## config.mk

```make
export PLATFORM = sky130hd
export DESIGN_NAME = teleop_cursor_mapper
export DESIGN_NICKNAME = d
export VERILOG_FILES = /design/src/rtl/core/tcm_pkg.sv /design/src/rtl/core/teleop_cursor_mapper.sv
export VERILOG_INCLUDE_DIRS = /design/src /design/src/rtl/core
export SDC_FILE = /design/constraint.sdc
export NUM_CORES = 2
export LEC_CHECK = 0
export ABC_AREA = 1
export BUFFER_PORTS_ARGS = -buffer_cell sky130_fd_sc_hd__buf_4
export CAP_MARGIN = 10
export CORE_ASPECT_RATIO = 0.7
export CORE_MARGIN = 2
export CORE_UTILIZATION = 50
export DETAILED_ROUTE_END_ITERATION = 10
export GPL_TIMING_DRIVEN = 0
export PLACE_DENSITY = 0.68
export SKIP_CTS_REPAIR_TIMING = 1
export SLEW_MARGIN = 5
export SYNTH_ARGS = -nofsm -noshare
export SYNTH_HDL_FRONTEND = slang
export SYNTH_SLANG_ARGS = --single-unit
```

## constraint.sdc

```tcl
create_clock -name clk -period 30.5 [get_ports clk]
set_input_delay 6.1 -clock clk [delete_from_list [all_inputs] [get_ports clk]]
set_output_delay 6.1 -clock clk [all_outputs]
set_load 0.05 [all_outputs]
```

## src/rtl/core/teleop_cursor_mapper_assert.svh

```systemverilog
// assertion macros for the cursor mapper
`ifndef TELEOP_CURSOR_MAPPER_ASSERT_SVH
`define TELEOP_CURSOR_MAPPER_ASSERT_SVH

// same-cycle implication, sampled on clk, off during rst
`define TCM_ASSERT_IMP(lbl, ante, cons) \
  lbl: assert property (@(posedge clk) disable iff (rst) (ante) |-> (cons)) \
    else $error("cursor mapper assertion failed");

// next-cycle implication, sampled on clk, off during rst
`define TCM_ASSERT_NXT(lbl, ante, cons) \
  lbl: assert property (@(posedge clk) disable iff (rst) (ante) |=> (cons)) \
    else $error("cursor mapper assertion failed");

`endif

```

## src/rtl/core/tcm_pkg.sv

```systemverilog
// types, constants and the term program of the cursor mapper
package tcm_pkg;

  localparam int AccW = 56;
  localparam int AW = 36;
  localparam int BW = 17;
  localparam int TermW = 6;
  localparam logic [TermW-1:0] LastTerm = 6'd41;
  localparam logic [4:0] LastBit = 5'd16;
  localparam logic signed [BW-1:0] ShiftS = 17'sd11585;

  localparam logic [1:0] OpUpdCursor = 2'd0;
  localparam logic [1:0] OpUpdCamera = 2'd1;
  localparam logic [1:0] OpArmOnly = 2'd2;
  localparam logic [1:0] OpResetCursor = 2'd3;

  localparam logic [1:0] BtnNone = 2'd0;
  localparam logic [1:0] BtnGrab = 2'd1;
  localparam logic [1:0] BtnRelease = 2'd2;
  localparam logic [1:0] BtnKeep = 2'd3;

  localparam logic [1:0] RegScaleX = 2'd0;
  localparam logic [1:0] RegScaleY = 2'd1;
  localparam logic [1:0] RegScaleZ = 2'd2;

  typedef struct packed {
    logic [1:0] operation;
    logic signed [31:0] pos_x;
    logic signed [31:0] pos_y;
    logic signed [31:0] pos_z;
    logic signed [15:0] arm_qw;
    logic signed [15:0] arm_qx;
    logic signed [15:0] arm_qy;
    logic signed [15:0] arm_qz;
    logic grab;
    logic signed [15:0] cam_qw;
    logic signed [15:0] cam_qx;
    logic [31:0] cam_qy_qz;
  } in_t;

  typedef struct packed {
    logic signed [31:0] cursor_x;
    logic signed [31:0] cursor_y;
    logic signed [31:0] cursor_z;
    logic signed [15:0] cur_qw;
    logic signed [15:0] cur_qx;
    logic signed [15:0] cur_qy;
    logic signed [15:0] cur_qz;
    logic [1:0] button_code;
    logic signed [31:0] new_x;
    logic signed [31:0] new_y;
    logic signed [31:0] new_z;
  } out_t;

  typedef enum logic [2:0] {ST_IDLE, ST_LOAD, ST_MUL, ST_POST, ST_DONE} state_t;

  typedef enum logic [4:0] {
    A_DEL0, A_DEL1, A_DEL2, A_D0, A_D1, A_D2, A_T0, A_T1, A_T2,
    A_ARMW, A_ARMX, A_ARMY, A_ARMZ, A_TMPW, A_TMPX, A_TMPY, A_TMPZ
  } a_sel_t;

  typedef enum logic [3:0] {
    B_SC0, B_SC1, B_SC2, B_CW2, B_CW, B_CX, B_CY, B_CZ, B_S
  } b_sel_t;

  typedef enum logic [4:0] {
    DST_D0, DST_D1, DST_D2, DST_T0, DST_T1, DST_T2, DST_B0, DST_B1, DST_B2,
    DST_A0, DST_A1, DST_A2, DST_TMP0, DST_TMP1, DST_TMP2, DST_TMP3,
    DST_ORI0, DST_ORI1, DST_ORI2, DST_ORI3
  } dst_t;

  typedef struct packed {
    a_sel_t a;
    b_sel_t b;
    logic neg;
    logic last;
    dst_t dst;
  } term_t;

  function automatic term_t mk(a_sel_t a, b_sel_t b, logic neg, logic last, dst_t dst);
    term_t t;
    t.a = a;
    t.b = b;
    t.neg = neg;
    t.last = last;
    t.dst = dst;
    return t;
  endfunction

  // one signed product per term, summed until the last term of a result
  function automatic term_t term_rom(logic [TermW-1:0] idx);
    term_t t;
    t = mk(A_DEL0, B_SC0, 1'b0, 1'b1, DST_D0);
    case (idx)
      6'd0: t = mk(A_DEL0, B_SC0, 1'b0, 1'b1, DST_D0);
      6'd1: t = mk(A_DEL1, B_SC1, 1'b0, 1'b1, DST_D1);
      6'd2: t = mk(A_DEL2, B_SC2, 1'b0, 1'b1, DST_D2);
      6'd3: t = mk(A_D2, B_CY, 1'b0, 1'b0, DST_T0);
      6'd4: t = mk(A_D1, B_CZ, 1'b1, 1'b1, DST_T0);
      6'd5: t = mk(A_D0, B_CZ, 1'b0, 1'b0, DST_T1);
      6'd6: t = mk(A_D2, B_CX, 1'b1, 1'b1, DST_T1);
      6'd7: t = mk(A_D1, B_CX, 1'b0, 1'b0, DST_T2);
      6'd8: t = mk(A_D0, B_CY, 1'b1, 1'b1, DST_T2);
      6'd9: t = mk(A_T2, B_CY, 1'b0, 1'b0, DST_B0);
      6'd10: t = mk(A_T1, B_CZ, 1'b1, 1'b1, DST_B0);
      6'd11: t = mk(A_T0, B_CZ, 1'b0, 1'b0, DST_B1);
      6'd12: t = mk(A_T2, B_CX, 1'b1, 1'b1, DST_B1);
      6'd13: t = mk(A_T1, B_CX, 1'b0, 1'b0, DST_B2);
      6'd14: t = mk(A_T0, B_CY, 1'b1, 1'b1, DST_B2);
      6'd15: t = mk(A_T0, B_CW2, 1'b0, 1'b1, DST_A0);
      6'd16: t = mk(A_T1, B_CW2, 1'b0, 1'b1, DST_A1);
      6'd17: t = mk(A_T2, B_CW2, 1'b0, 1'b1, DST_A2);
      6'd18: t = mk(A_ARMY, B_S, 1'b0, 1'b0, DST_TMP0);
      6'd19: t = mk(A_ARMZ, B_S, 1'b1, 1'b1, DST_TMP0);
      6'd20: t = mk(A_ARMZ, B_S, 1'b1, 1'b0, DST_TMP1);
      6'd21: t = mk(A_ARMY, B_S, 1'b1, 1'b1, DST_TMP1);
      6'd22: t = mk(A_ARMW, B_S, 1'b1, 1'b0, DST_TMP2);
      6'd23: t = mk(A_ARMX, B_S, 1'b0, 1'b1, DST_TMP2);
      6'd24: t = mk(A_ARMW, B_S, 1'b0, 1'b0, DST_TMP3);
      6'd25: t = mk(A_ARMX, B_S, 1'b0, 1'b1, DST_TMP3);
      6'd26: t = mk(A_TMPW, B_CW, 1'b0, 1'b0, DST_ORI0);
      6'd27: t = mk(A_TMPX, B_CX, 1'b1, 1'b0, DST_ORI0);
      6'd28: t = mk(A_TMPY, B_CY, 1'b1, 1'b0, DST_ORI0);
      6'd29: t = mk(A_TMPZ, B_CZ, 1'b1, 1'b1, DST_ORI0);
      6'd30: t = mk(A_TMPX, B_CW, 1'b0, 1'b0, DST_ORI1);
      6'd31: t = mk(A_TMPW, B_CX, 1'b0, 1'b0, DST_ORI1);
      6'd32: t = mk(A_TMPZ, B_CY, 1'b0, 1'b0, DST_ORI1);
      6'd33: t = mk(A_TMPY, B_CZ, 1'b1, 1'b1, DST_ORI1);
      6'd34: t = mk(A_TMPY, B_CW, 1'b0, 1'b0, DST_ORI2);
      6'd35: t = mk(A_TMPW, B_CY, 1'b0, 1'b0, DST_ORI2);
      6'd36: t = mk(A_TMPX, B_CZ, 1'b0, 1'b0, DST_ORI2);
      6'd37: t = mk(A_TMPZ, B_CX, 1'b1, 1'b1, DST_ORI2);
      6'd38: t = mk(A_TMPZ, B_CW, 1'b0, 1'b0, DST_ORI3);
      6'd39: t = mk(A_TMPW, B_CZ, 1'b0, 1'b0, DST_ORI3);
      6'd40: t = mk(A_TMPY, B_CX, 1'b0, 1'b0, DST_ORI3);
      6'd41: t = mk(A_TMPX, B_CY, 1'b1, 1'b1, DST_ORI3);
      default: t = mk(A_DEL0, B_SC0, 1'b0, 1'b1, DST_D0);
    endcase
    return t;
  endfunction

  function automatic logic signed [31:0] sat32(logic signed [AccW-1:0] x);
    logic signed [AccW-1:0] hi;
    logic signed [AccW-1:0] lo;
    hi = 56'sd2147483647;
    lo = -56'sd2147483648;
    if (x > hi) return 32'sh7fffffff;
    if (x < lo) return 32'sh80000000;
    return x[31:0];
  endfunction

  function automatic logic signed [15:0] sat16(logic signed [AccW-1:0] x);
    logic signed [AccW-1:0] hi;
    logic signed [AccW-1:0] lo;
    hi = 56'sd32767;
    lo = -56'sd32768;
    if (x > hi) return 16'sh7fff;
    if (x < lo) return 16'sh8000;
    return x[15:0];
  endfunction

endpackage

```

## src/rtl/core/teleop_cursor_mapper.sv

```systemverilog
// cursor mapper top level: term sequencer around a bit-serial multiply-accumulate
// Update_cursor and update_camera run 42 signed product terms: each term is
// loaded, then its 17 multiplier bits are shifted through a single
// shift-and-add unit; each result is rounded in a post step, and the final
// result goes to the output register once the program ends. Arm_only and
// reset_cursor finish in the cycle they are taken and give no result. A new
// request is taken while a finished result still waits in the output register.
module teleop_cursor_mapper import tcm_pkg::*; (
  input  logic       clk,
  input  logic       rst,
  input  logic       in_valid,
  output logic       in_stall,
  input  in_t        in_data,
  output logic       out_valid,
  input  logic       out_stall,
  output out_t       out_data,
  input  logic       cfg_valid,
  output logic       cfg_ready,
  input  logic [1:0] cfg_index,
  input  logic [15:0] cfg_data
);

  // architectural state
  logic [15:0] scale [3];
  logic signed [31:0] last_arm [3];
  logic signed [31:0] last_cursor [3];
  logic last_grab;

  // held request and intermediates
  in_t req;
  logic signed [31:0] dq [3];
  logic signed [AW-1:0] tq [3];
  logic signed [AW-1:0] bq [3];
  logic signed [31:0] np [3];
  logic signed [15:0] tmp [4];
  logic signed [15:0] ori [4];

  // sequencer and multiplier
  state_t state, state_next;
  logic [TermW-1:0] tcnt;
  logic [4:0] bcnt;
  logic signed [AccW-1:0] acc;
  logic signed [AccW-1:0] mcand;
  logic [BW-1:0] mplier;

  term_t term;
  logic signed [AW-1:0] a_op;
  logic signed [BW-1:0] b_op;
  logic signed [AccW-1:0] addend;
  logic sub;
  logic is_d;
  logic signed [AccW-1:0] rnd;
  logic signed [AccW-1:0] shv;
  logic signed [AccW-1:0] npsum;
  logic [1:0] ai;
  logic in_acc;
  logic go;
  logic out_free;

  assign cfg_ready = 1'b1;
  assign in_stall = (state != ST_IDLE);
  assign in_acc = in_valid && !in_stall;
  // a request that runs the term program
  assign go = in_acc && (in_data.operation == OpUpdCursor ||
                         in_data.operation == OpUpdCamera);
  assign out_free = !out_valid || !out_stall;
  assign term = term_rom(tcnt);

  // operand a: positions and quaternion terms, sign-extended
  always_comb begin
    case (term.a)
      A_DEL0: a_op = AW'(34'(req.pos_x) - 34'(last_arm[0]));
      A_DEL1: a_op = AW'(34'(req.pos_y) - 34'(last_arm[1]));
      A_DEL2: a_op = AW'(34'(req.pos_z) - 34'(last_arm[2]));
      A_D0: a_op = AW'(dq[0]);
      A_D1: a_op = AW'(dq[1]);
      A_D2: a_op = AW'(dq[2]);
      A_T0: a_op = tq[0];
      A_T1: a_op = tq[1];
      A_T2: a_op = tq[2];
      A_ARMW: a_op = AW'(req.arm_qw);
      A_ARMX: a_op = AW'(req.arm_qx);
      A_ARMY: a_op = AW'(req.arm_qy);
      A_ARMZ: a_op = AW'(req.arm_qz);
      A_TMPW: a_op = AW'(tmp[0]);
      A_TMPX: a_op = AW'(tmp[1]);
      A_TMPY: a_op = AW'(tmp[2]);
      A_TMPZ: a_op = AW'(tmp[3]);
      default: a_op = '0;
    endcase
  end

  // operand b: the narrow one, shifted out a bit per cycle
  always_comb begin
    case (term.b)
      B_SC0: b_op = $signed({1'b0, scale[0]});
      B_SC1: b_op = $signed({1'b0, scale[1]});
      B_SC2: b_op = $signed({1'b0, scale[2]});
      B_CW2: b_op = $signed({req.cam_qw, 1'b0});
      B_CW: b_op = BW'(req.cam_qw);
      B_CX: b_op = BW'(req.cam_qx);
      B_CY: b_op = BW'($signed(req.cam_qy_qz[31:16]));
      B_CZ: b_op = BW'($signed(req.cam_qy_qz[15:0]));
      B_S: b_op = ShiftS;
      default: b_op = '0;
    endcase
  end

  // top multiplier bit carries negative weight
  assign addend = mplier[0] ? mcand : '0;
  assign sub = term.neg ^ (bcnt == LastBit);

  // rounding half up, by 8 for the scaled delta and by 14 elsewhere
  assign is_d = (term.dst == DST_D0) || (term.dst == DST_D1) || (term.dst == DST_D2);
  assign rnd = acc + (is_d ? 56'sd128 : 56'sd8192);
  assign shv = is_d ? (rnd >>> 8) : (rnd >>> 14);

  always_comb begin
    case (term.dst)
      DST_A1: ai = 2'd1;
      DST_A2: ai = 2'd2;
      default: ai = 2'd0;
    endcase
  end
  assign npsum = AccW'(last_cursor[ai]) + AccW'(dq[ai]) + shv + (AccW'(bq[ai]) <<< 1);

  // next state
  always_comb begin
    state_next = state;
    unique case (state)
      ST_IDLE: begin
        if (in_acc && (in_data.operation == OpUpdCursor ||
                       in_data.operation == OpUpdCamera)) state_next = ST_LOAD;
      end
      ST_LOAD: state_next = ST_MUL;
      ST_MUL: begin
        if (bcnt == LastBit) state_next = term.last ? ST_POST : ST_LOAD;
      end
      ST_POST: state_next = (tcnt == LastTerm) ? ST_DONE : ST_LOAD;
      ST_DONE: begin
        if (out_free) state_next = ST_IDLE;
      end
      default: state_next = ST_IDLE;
    endcase
  end

  always_ff @(posedge clk) begin
    if (rst) state <= ST_IDLE;
    else state <= state_next;
  end

  // sequencer datapath
  always_ff @(posedge clk) begin
    if (state == ST_IDLE && in_acc) begin
      req <= in_data;
      tcnt <= '0;
      acc <= '0;
    end
    if (state == ST_LOAD) begin
      mcand <= AccW'(a_op);
      mplier <= b_op;
      bcnt <= '0;
    end
    if (state == ST_MUL) begin
      acc <= sub ? acc - addend : acc + addend;
      mcand <= mcand <<< 1;
      mplier <= mplier >> 1;
      bcnt <= bcnt + 5'd1;
      if (bcnt == LastBit && !term.last) tcnt <= tcnt + 6'd1;
    end
    if (state == ST_POST) begin
      acc <= '0;
      if (tcnt != LastTerm) tcnt <= tcnt + 6'd1;
      unique case (term.dst)
        DST_D0: dq[0] <= sat32(shv);
        DST_D1: dq[1] <= sat32(shv);
        DST_D2: dq[2] <= sat32(shv);
        DST_T0: tq[0] <= shv[AW-1:0];
        DST_T1: tq[1] <= shv[AW-1:0];
        DST_T2: tq[2] <= shv[AW-1:0];
        DST_B0: bq[0] <= shv[AW-1:0];
        DST_B1: bq[1] <= shv[AW-1:0];
        DST_B2: bq[2] <= shv[AW-1:0];
        DST_A0, DST_A1, DST_A2: np[ai] <= sat32(npsum);
        DST_TMP0: tmp[0] <= sat16(shv);
        DST_TMP1: tmp[1] <= sat16(shv);
        DST_TMP2: tmp[2] <= sat16(shv);
        DST_TMP3: tmp[3] <= sat16(shv);
        DST_ORI0: ori[0] <= sat16(shv);
        DST_ORI1: ori[1] <= sat16(shv);
        DST_ORI2: ori[2] <= sat16(shv);
        DST_ORI3: ori[3] <= sat16(shv);
        default: ;
      endcase
    end
  end

  // output register
  always_ff @(posedge clk) begin
    if (rst) begin
      out_valid <= 1'b0;
    end else begin
      if (state == ST_DONE && out_free) out_valid <= 1'b1;
      else if (!out_stall) out_valid <= 1'b0;
    end
    if (state == ST_DONE && out_free) begin
      out_data.cursor_x <= (req.operation == OpUpdCursor) ? np[0] : last_cursor[0];
      out_data.cursor_y <= (req.operation == OpUpdCursor) ? np[1] : last_cursor[1];
      out_data.cursor_z <= (req.operation == OpUpdCursor) ? np[2] : last_cursor[2];
      out_data.cur_qw <= ori[0];
      out_data.cur_qx <= ori[1];
      out_data.cur_qy <= ori[2];
      out_data.cur_qz <= ori[3];
      if (req.operation != OpUpdCursor) out_data.button_code <= BtnNone;
      else if (req.grab && !last_grab) out_data.button_code <= BtnGrab;
      else if (!req.grab && last_grab) out_data.button_code <= BtnRelease;
      else if (req.grab) out_data.button_code <= BtnKeep;
      else out_data.button_code <= BtnNone;
      out_data.new_x <= np[0];
      out_data.new_y <= np[1];
      out_data.new_z <= np[2];
    end
  end

  // scales, stored arm and cursor, grab flag
  always_ff @(posedge clk) begin
    if (rst) begin
      scale[0] <= 16'd256;
      scale[1] <= 16'd256;
      scale[2] <= 16'd256;
      for (int i = 0; i < 3; i++) begin
        last_arm[i] <= '0;
        last_cursor[i] <= '0;
      end
      last_grab <= 1'b0;
    end else begin
      if (cfg_valid && cfg_ready) begin
        unique case (cfg_index)
          RegScaleX: scale[0] <= cfg_data;
          RegScaleY: scale[1] <= cfg_data;
          RegScaleZ: scale[2] <= cfg_data;
          default: ;
        endcase
      end
      if (state == ST_IDLE && in_acc && in_data.operation == OpResetCursor) begin
        last_cursor[0] <= in_data.pos_x;
        last_cursor[1] <= in_data.pos_y;
        last_cursor[2] <= in_data.pos_z;
      end
      if (state == ST_IDLE && in_acc && in_data.operation == OpArmOnly) begin
        last_arm[0] <= in_data.pos_x;
        last_arm[1] <= in_data.pos_y;
        last_arm[2] <= in_data.pos_z;
        last_grab <= in_data.grab;
      end
      if (state == ST_DONE && out_free) begin
        last_arm[0] <= req.pos_x;
        last_arm[1] <= req.pos_y;
        last_arm[2] <= req.pos_z;
        last_grab <= req.grab;
        if (req.operation == OpUpdCursor) begin
          last_cursor[0] <= np[0];
          last_cursor[1] <= np[1];
          last_cursor[2] <= np[2];
        end
      end
    end
  end

`include "teleop_cursor_mapper_assert.svh"

  // multiplier never runs past its top bit
  `TCM_ASSERT_IMP(a_mul_bits, state == ST_MUL, bcnt <= LastBit)
  // result is only handed over once the whole program has run
  `TCM_ASSERT_IMP(a_done_term, state == ST_DONE, tcnt == LastTerm)
  // a computing request starts the program at its first term
  `TCM_ASSERT_NXT(a_start, go, state == ST_LOAD && tcnt == '0)

endmodule
```

==> run metrics <==
status finished with violations; violated checks DRC, capacitance limit, slew limit; vias in the first global route 58100; fin crit period 11.54 ns; maximum number of pins on one net before global-route repair 127; Synth async-reset ratio 0%; share of cells above drive strength 1 10.4%; CP max stage cell nor2_1; Lkg Pwr 35.7 nW; CP Launch Type flop; area grow syn2layout 15.9%; Num CTS Buffers 139; FP Rows 118; nets 9263; crit path DAT 12.08 ns; Setup TNS 0 ns; vias 65200; Pwr Density 111 nW/um^2; Worst Tran Pin Value 1.54 ns; average wire per standard cell 28.6 um; DP Area 82300 sq um; insertion delay to the later sink of the worst-skew pair 0.82 ns; most used cell, CP inv_1; share of the synthesized area in the top cell type 53.5%; Core ar. 148000 sq um; DRC 2; RSZ-0062 raised after global routing false; CP Capture Type flop; Starting Density 50.6%; final period utilization 37.8%; skew final 0.0457 ns; vias per cell 6.05; Setup crit start term[3]; Yosys Warn Count 0; area leader, netlist edfxtp_1; post-synthesis sequential area ratio 55.8%; Mapped Cells 7998; All-Layer GR Usage 39.3%; Reg-to-Reg Start term[3]; Pre-antenna DRT Iters 9; HP Class reg2reg; EDFF count, synth 1337; Cell variety after synth 63; grt ovf 0; Worst path max stage delay 1.00 ns; Post-Syn Nets 8565; Clock Path Buffers 3; H-tree lvl count 4; Syn Area/Cell 9.38 sq um; CTS Root Cell clkbuf_16; worst-path fanout max 10; Final Hold Viols 0; synthesis-stage register bit count 1422; routability-driven placement congestion ratio 1.04; Slew HR -2.64%; Peak supply drop 151 uV; end of the worst register-to-register path np[1][8]; die area 153000 sq um; fin area 86900 sq um; drt total wl 308000 um; Post-DP HPWL 249000 um; IO Port Bufs 508; worst setup path class reg2reg; DRT iter0 DRCs 10900; commonest non-fill, non-tap cells in the layout 2033 x nand2_1, 1337 x edfxtp_1, 1124 x inv_1; Cell Area, Synth 75000 sq um; filler cell count 13100; antenna violations before repair 20; fin util 58.6%; dominant synthesized flop cell edfxtp_1; Worst EP required 31.04 ns; top cells by area, synth edfxtp_1 54%, nand2_1 10%, inv_1 5.6%, ha_1 3.8%, o21ai_0 3.6%; CTS tree yes; commonest non-fill, non-tap cell in the layout nand2_1; I/O pin count 511; max frequency 0.0866 GHz; Clock Sinks 1422; Slew Limit Fails 11; CP endpoint np[1][8]; die height 328 um; Setup violations, final 0; R2R Setup Slk 18.96 ns; max-cap viol count 1; die width 467 um; post-route ant nets 0; clock slew at reported path FFs 0.07 ns; first-pass GRT wire length 426000 um; reg2reg path depth 34
synth_stat cells, types with 62 or more instances:
| master | count |
|---|---|
| o22ai_1 | 93 |
| o21ai_0 | 547 |
| xor2_1 | 82 |
| nand2_1 | 2035 |
| a21oi_1 | 449 |
| nand3_1 | 452 |
| inv_1 | 1125 |
| ha_1 | 229 |
| fa_1 | 88 |
| a221oi_1 | 62 |
| edfxtp_1 | 1337 |
| nor2_1 | 557 |
| dfxtp_1 | 85 |
| nand4_1 | 93 |
| clkbuf_1 | 171 |
sequential cells by signal (all words and copies together), names as in the netlist, 17 cells and up:
signal,cells
tmp,64
mcand,56
scale,48
mplier,17
out_data,258
last_cursor,96
tq,108
ori,64
req,227
last_arm,96
np,96
bq,108
acc,56
dq,96
power by group:
part / internal [mW] / switching (mW)
combinational: 1.31 / 3.75
sequential: 2.63 / 0.158
clock: 0.974 / 0.801
layer usage:
layer | vias to the layer above | GRT usage (%) | wire length, um
met4 | 28 | 9.10 | 7730
met5 | - | 3.28 | 1360
met1 | 31600 | 61.2 | 134000
li1 | 28700 | - | -
met2 | 4499 | 48.5 | 113000
met3 | 414 | 17.6 | 52000
cell families (layout without fill, tap and decap cells):
family                     Yosys count  in the layout  share of synthesized area [%]
and+or+nand+nor                   3331           3331                           18.4
AOI/OAI and AO/OA                 1459           1459                           11.4
DFF                               1422           1422                           55.8
buffers and inverters             1353           2157                           6.88
adders and majority gates          317            317                           6.17
xor gates and xnor gates           115            115                           1.34
other                                1             10                        0.00500
worst min-delay path by stage:
stage | slack [ns] | depth (start not counted) | start | endpoint
finish | 0.41 | 0 | ori[3][11] | out_data[109]
CTS | 0.42 | 0 | ori[3][8] | out_data[106]
global route | 0.42 | 0 | ori[1][4] | out_data[134]
floorplan | 0.40 | 0 | ori[3][2] | out_data[100]
detailed placement | 0.40 | 0 | ori[3][3] | out_data[101]
global placement | 0.40 | 0 | ori[1][14] | out_data[144]
per-stage QoR:
| stage | worst slack (ns) | hold slack (ns) | cells | power [mW] |
|---|---|---|---|---|
| 6_report | 18.96 | 0.414 | 10800 | 9.63 |
| 5_1_grt | 19.12 | 0.422 | 10800 | 10.1 |
| 4_1_cts | 19.58 | 0.418 | 10800 | 9.42 |
| 3_5_place_dp | 19.61 | 0.405 | 10500 | 7.66 |
| 3_3_place_gp | 3.55 | 0.401 | 10500 | 7.64 |
| 2_1_floorplan | 11.00 | 0.400 | 7998 | 5.71 |
worst max-delay path: cells and delay by family (launching register included):
kind | cells | cell delay [ns]
AND/OR/NAND/NOR | 12 | 3.82
flip-flops | 1 | 0.37
adder cells (fa/ha/maj) | 3 | 1.47
XOR/XNOR | 1 | 0.28
buffers and inverters | 14 | 3.76
AO/OA/AOI/OAI | 4 | 1.51
final cells by class:
class	count	area (sq um)	area share, %
tap	1980	2480	2.85
inverter	1134	4260	4.90
buffer	219	908	1.04
timing repair buffer	557	4710	5.42
sequential	1422	41900	48.1
antenna	9	22.5	0.0259
clock inverter	74	815	0.937
multi-input combinational	5223	28200	32.4
clock buffer	173	3710	4.27
Power figures use the tool's default switching activity.
